--- config.mk ---
export PLATFORM = sky130hd
export DESIGN_NAME = mau_mul
export DESIGN_NICKNAME = d
export VERILOG_FILES = /design/src/rtl/core/mau_pkg.sv /design/src/rtl/core/mau_mul.sv
export SDC_FILE = /design/constraint.sdc
export NUM_CORES = 1
export LEC_CHECK = 0
export BUFFER_PORTS_ARGS = -buffer_cell sky130_fd_sc_hd__buf_2
export CAP_MARGIN = 10
export CORE_UTILIZATION = 45
export CTS_CLUSTER_DIAMETER = 80
export DETAILED_ROUTE_END_ITERATION = 10
export GPL_TIMING_DRIVEN = 0
export SLEW_MARGIN = 20
export SYNTH_ARGS = -nofsm -noshare
export SYNTH_HDL_FRONTEND = slang
export SYNTH_SLANG_ARGS = --single-unit
--- constraint.sdc ---
create_clock -name clock -period 22.3 [get_ports clock]
set_input_delay 4.46 -clock clock [delete_from_list [all_inputs] [get_ports clock]]
set_output_delay 4.46 -clock clock [all_outputs]
set_load 0.005 [all_outputs]
--- src/rtl/core/mau_pkg.sv ---
package mau_pkg;

   localparam int unsigned CMD_W = 4;
   localparam int unsigned OPND_W = 32;
   localparam int unsigned EXP_W = 63;
   localparam int unsigned RES_W = 31;

   localparam int unsigned FACT_DEPTH_DEF = 4096;
   localparam logic [RES_W-1:0] MODULUS_RESET = 31'd998244353;

   typedef enum logic [CMD_W-1:0] {
      CMD_ADD   = 4'd0,
      CMD_SUB   = 4'd1,
      CMD_NEG   = 4'd2,
      CMD_MUL   = 4'd3,
      CMD_DIV   = 4'd4,
      CMD_POW   = 4'd5,
      CMD_INV   = 4'd6,
      CMD_FACT  = 4'd7,
      CMD_BINOM = 4'd8
   } cmd_type;

endpackage

--- src/rtl/core/mau_mul.sv ---
module mau_mul (
   input  logic                        clock,
   input  logic                        reset,
   input  logic                        start,
   input  logic [mau_pkg::OPND_W-1:0]  mul_a,
   input  logic [mau_pkg::RES_W-1:0]   mul_b,
   input  logic [mau_pkg::RES_W-1:0]   modulus,
   output logic                        done,
   output logic [mau_pkg::RES_W-1:0]   product
);
   import mau_pkg::*;

   localparam int unsigned CW = $clog2(OPND_W);

   logic              busy_ff;
   logic [CW-1:0]     cnt_ff;
   logic [OPND_W-1:0] a_ff;
   logic [RES_W-1:0]  b_ff;
   logic [RES_W-1:0]  r_ff;
   logic              done_ff;
   logic [OPND_W-1:0] dbl;
   logic [OPND_W-1:0] dbl_red;
   logic [OPND_W-1:0] sum;
   logic [OPND_W-1:0] r_in;

   // one bit of a per cycle, msb first: r = 2r + bit*b, kept below modulus
   always_comb begin
      dbl = {r_ff, 1'b0};
      dbl_red = (dbl >= OPND_W'(modulus)) ? dbl - OPND_W'(modulus) : dbl;
      sum = dbl_red + (a_ff[OPND_W-1] ? OPND_W'(b_ff) : '0);
      r_in = (sum >= OPND_W'(modulus)) ? sum - OPND_W'(modulus) : sum;
   end

   always_ff @(posedge clock) begin
      if (reset) begin
         busy_ff <= 1'b0;
         done_ff <= 1'b0;
         cnt_ff <= '0;
      end else begin
         done_ff <= busy_ff && !start && (cnt_ff == CW'(OPND_W - 1));
         if (start) begin
            busy_ff <= 1'b1;
            cnt_ff <= '0;
            a_ff <= mul_a;
            b_ff <= mul_b;
            r_ff <= '0;
         end else if (busy_ff) begin
            r_ff <= r_in[RES_W-1:0];
            a_ff <= {a_ff[OPND_W-2:0], 1'b0};
            cnt_ff <= cnt_ff + 1'b1;
            if (cnt_ff == CW'(OPND_W - 1)) begin
               busy_ff <= 1'b0;
            end
         end
      end
   end

   assign done = done_ff;
   assign product = r_ff;
endmodule

Word level (Yosys, flattened, before mapping)
Index checks and enable logic that the tools add are counted.
{ "word_totals": {"regBits": 101, "inputBits": 97} }
{ "op_classes": {"add_sub_neg": 4, "n_lt_le_gt_ge": 2, "eq_ne": 1, "n_mux": 9, "bitwise_logic": 1, "n_reduce_logical": 7} }
{ "op_table": {"columns": ["op", "count"], "rows": [
  ["32-bit two-way mux", 3],
  ["31-bit two-way mux", 3],
  ["32-bit by 31-bit greater-or-equal comparator with 1-bit output", 2],
  ["32-bit by 31-bit adder with 32-bit output", 1],
  ["32-bit by 31-bit subtractor with 32-bit output", 1],
  ["31-bit subtractor", 1],
  ["5-bit by 1-bit adder with 5-bit output, second input constant", 1],
  ["5-bit equality test, second input constant", 1],
  ["2-bit AND reduction", 2],
  ["1-bit two-way mux", 3],
  ["1-bit logical AND", 2],
  ["2-bit nonzero test", 1],
  ["2-bit OR reduction", 1],
  ["1-bit zero test", 1],
  ["1-bit NOT", 1]
]} }

Logic depth before layout (Yosys ltp)
{ "logic_depth": {"word_depth": 6, "mapped_depth": 34, "ltp_nobuf": 32} }

Worst setup path after synthesis
OpenSTA, ideal clock, no wires.
{ "synth_path": {"kind": "input to register", "start": "input modulus[1] (netlist name)", "end": "register r_ff[11], in the netlist product[11], data pin", "arrival_ns": 10.855, "path_slack_ns": 11.175, "cell_stages": 33, "path_buffers": 3, "path_cell_list": "inv_1 fa_1 a211oi_1 o21ai_1 a31oi_1 o211ai_1 a21oi_1 clkbuf_1 nor2_1 ha_1 inv_1 fa_1 nor2b_1 o31a_1 o211ai_1 a21oi_1 o21a_1 o21a_1 o21a_1 o311ai_0 ha_1 clkbuf_1 nand3_1 nor4_1 a211oi_1 o211ai_1 a311oi_1 a31o_1 a21boi_2 mux2i_4 clkbuf_1 nand2_1 a21oi_1"} }
{ "synth_via": {"elab_chain_len": 6, "elab_cells_between_ends": 8, "classes_between": "add/sub: 3; order compare: 2; mux: 3"} }
{ "synth_rtl": {"columns": ["element", "line_no", "text"], "rows": [
  ["start: declaration", "mau_mul.sv:7", "input logic [mau_pkg::RES_W-1:0] modulus,"],
  ["32-bit by 31-bit subtractor with 32-bit output / 32-bit by 31-bit greater-or-equal comparator with 1-bit output (equally long branches)", "mau_mul.sv:29", "dbl_red = (dbl >= OPND_W'(modulus)) ? dbl - OPND_W'(modulus) : dbl;"],
  ["32-bit two-way mux", "mau_mul.sv:29", null],
  ["32-bit by 31-bit adder with 32-bit output", "mau_mul.sv:30", "sum = dbl_red + (a_ff[OPND_W-1] ? OPND_W'(b_ff) : '0);"],
  ["31-bit subtractor / 32-bit by 31-bit greater-or-equal comparator with 1-bit output (equally long branches)", "mau_mul.sv:31", "r_in = (sum >= OPND_W'(modulus)) ? sum - OPND_W'(modulus) : sum;"],
  ["31-bit two-way mux *", "mau_mul.sv:31", null],
  ["31-bit two-way mux *", "mau_mul.sv:47", "end else if (busy_ff) begin"],
  ["end signal: assignment", "mau_mul.sv:48", "r_ff <= r_in[RES_W-1:0];"],
  ["end: declaration", "mau_mul.sv:19", "logic [RES_W-1:0] r_ff;"]
]} }
Mark *: on every way between the ends. The rest lies on a longest branch, timed or not. The select of a mux whose other input is x is not followed.
A chain may end at the register's enable or synchronous reset.

Final worst setup path
{ "layout_path": {"start": "input modulus[0] (netlist name)", "end": "register r_ff[21], in the netlist product[21], data pin"} }
Same word-level chain as after synthesis.

==> metrics.md <==
| Metric | Value |
|---|---|
| Post-route clock skew | about 14 ps |
| Syn avg cell area | 8.62 µm² |
| Slowest stage cell, crit path | a21oi_1 |
| Setup Crit Path Kind | in -> reg |
| CP Max Fanout | 10 |
| Fin. Hold Viols | 0 |
| Core area | just over 20000 µm² |
| Syn Inst Count | approximately 1100 |
| CTS tree | done |
| Max cap viols | 0 |
| Final Setup Violations | 0 |
| Reg2Reg Setup Slack | between 10000 and 15000 ps |
| CTS Buf Count | 9 |
| EDFF count, synth | 94 |
| Vias/cell | approximately 5.6 |
| Worst path required time | between 20000 and 25000 ps |
| IO Pins | 129 |
| Final Max Slew Viols | 0 |
| Fraction of registers with async set/reset | 0% |
| Slew @ Worst Pin | ~1100 ps |
| Most used DFF post-synth | edfxtp_1 |
| Setup crit end kind | flop |
| Port buffer count | approximately 130 |
| GPL Wtd Cong | slightly above 0.9 |
| Slowest cell delay on critical path | 820 ps |
| Drt wl/cell | 18.1 µm |
| Row count | 52 |
| Initial antenna violation count | 2 |
| Worst skew pair latency | 370 ps |
| Antenna Nets Post-Route | 0 |
| WL final | around 27 mm |
| Total gr overflow | 0 |
| Setup repair bufs after CTS | 0 |
| Count leader, synth | nand2_1 |
| Synth area leaders | edfxtp_1 30%, ha_1 13%, a21oi_1 5.6% |
| Layout area overhead | 15.1% |
| Arrival time worst endpoint | 13880 ps |
| Synth top area share | roughly 30% |
| Drt pass-1 iters | 5 |
| Worst setup SP type | input port |
| Fmax | between 70 and 80 MHz |
| Clock sinks | 101 |
| Die Span X | approximately 150 µm |
| CTS Root Cell | clkbuf_16 |
| Synthesized area | 9440 µm² |
| Global Route Usage Sum | 25.6% |
| Starting DRC count in detailed routing | around 540 |
| Vias after detailed routing | around 8600 |
| Status | complete, no violations |
| Die Ht | between 100 and 150 µm |
| Post-cts sizing count | 0 |
| Yosys cell types | 69 |
| Layout cell share with drive strength beyond 1 | 16.3% |
| DRC | 0 |
| Worst min path class | reg -> reg |
| CTS clk-pin slew, worst paths | roughly 90 ps |
| Unrepaired setup endpoints after global routing | no |
| First-pass GRT wire length | 43.0 mm |
| Hold_buf cts | 0 |
| Vias in the first global route | about 8000 |
| H-tree levels | 3 |
| Post-DP HPWL | between 20 and 25 mm |
| CTS max path bufs | 2 |
| Sequential area share after synthesis | a little under a third |
| Initial Utilization | 46.2% |
| Largest net degree at the start of global routing | 23 |
| Min Tclk post-route | between 10000 and 15000 ps |
| Synth area leader | edfxtp_1 |
| Final period utilization | approximately three fifths |
| Mapped Nets | approximately 1300 |
| Setup TNS | 0 ps |
| Slew HR | ~29% |
| Yosys Warn Count | 0 |
| Die area | 21600 µm² |
| Commonest cells post-synth | 136 x nand2_1, 106 x a21oi_1, 95 x ha_1 |
| Fin nets | roughly 1400 |
| Yosys reg bits | between 100 and 150 |
==> worst max-delay path: cells and delay by family <==
family	cells	cell delay, ps
AO/OA/AOI/OAI	19	5470
adder cells (fa/ha/maj)	3	990
buffers and inverters	5	1600
multiplexers	1	310
AND/OR/NAND/NOR	5	1020
==> metrics by stage <==
stage               area (µm²)  worst slack, ps  hold WS (ps)  util (%)  std cells
finish                   10900             8610           508      53.2       1514
global route             10900             7990           557      53.2       1514
CTS                      10900             8700           515      53.2       1513
detailed placement       10600             8340           499      51.6       1497
global placement         10400             8140           482      51.0       1492
floorplan                 9440            11180           467         -       1095
==> flip-flops by register name, summed over array words and instances (netlist names) <==
name / cells
busy_ff: 1
a_ff: 32
product: 31
cnt_ff: 5
b_ff: 31
done: 1
==> cells by family after synthesis <==
group	share of synthesized area, %
AO/OA/AOI/OAI	21.8
AND/OR/NAND/NOR	17.7
flip-flops	31.4
multiplexers	4.74
buffers and inverters	4.21
adder cells (fa/ha/maj)	13.2
XOR/XNOR	6.96
==> placed cells by master, fill, tap and decap left out, types with 34 or more instances in the layout <==
master    instances
ha_1             95
edfxtp_1         94
a21oi_1         106
nand2_1         136
clkbuf_1         34
nor2_1           72
and2_1           35
buf_2           133
xnor2_1          45
inv_1            60
o21ai_0          58
==> final timing paths <==
path                                 start                        end  cells past startpoint
hold / removal      cnt_ff[4]$_SDFFE_PP0P_     cnt_ff[4]$_SDFFE_PP0P_                      2
setup / recovery                modulus[0]  product[21]$_SDFFCE_PP0P_                     33
hold reg to reg     cnt_ff[4]$_SDFFE_PP0P_     cnt_ff[4]$_SDFFE_PP0P_                      2
setup reg to reg  product[0]$_SDFFCE_PP0P_  product[21]$_SDFFCE_PP0P_                     31
==> final cells by class <==
cell class / count / area [µm²]
Clock buffer: 9 / 225
Multi-Input combinational cell: 892 / 6100
Antenna cell: 1 / 2.50
Fill cell: 1968 / 9560
Timing Repair Buffer: 132 / 756
Clock inverter: 7 / 88.8
Tap cell: 270 / 338
Sequential cell: 101 / 2960
Inverter: 61 / 229
Buffer: 41 / 169
==> per-layer routing <==
layer  track usage [%]  part of all wire [%]
met4              8.75                   2.5
met3              4.07                   5.4
met1              35.2                    47
met5                 0                 0.037
met2              40.8                    45
Power is not shown: default switching activity piles up to over one toggle a cycle in this logic, so the estimate is an artifact.
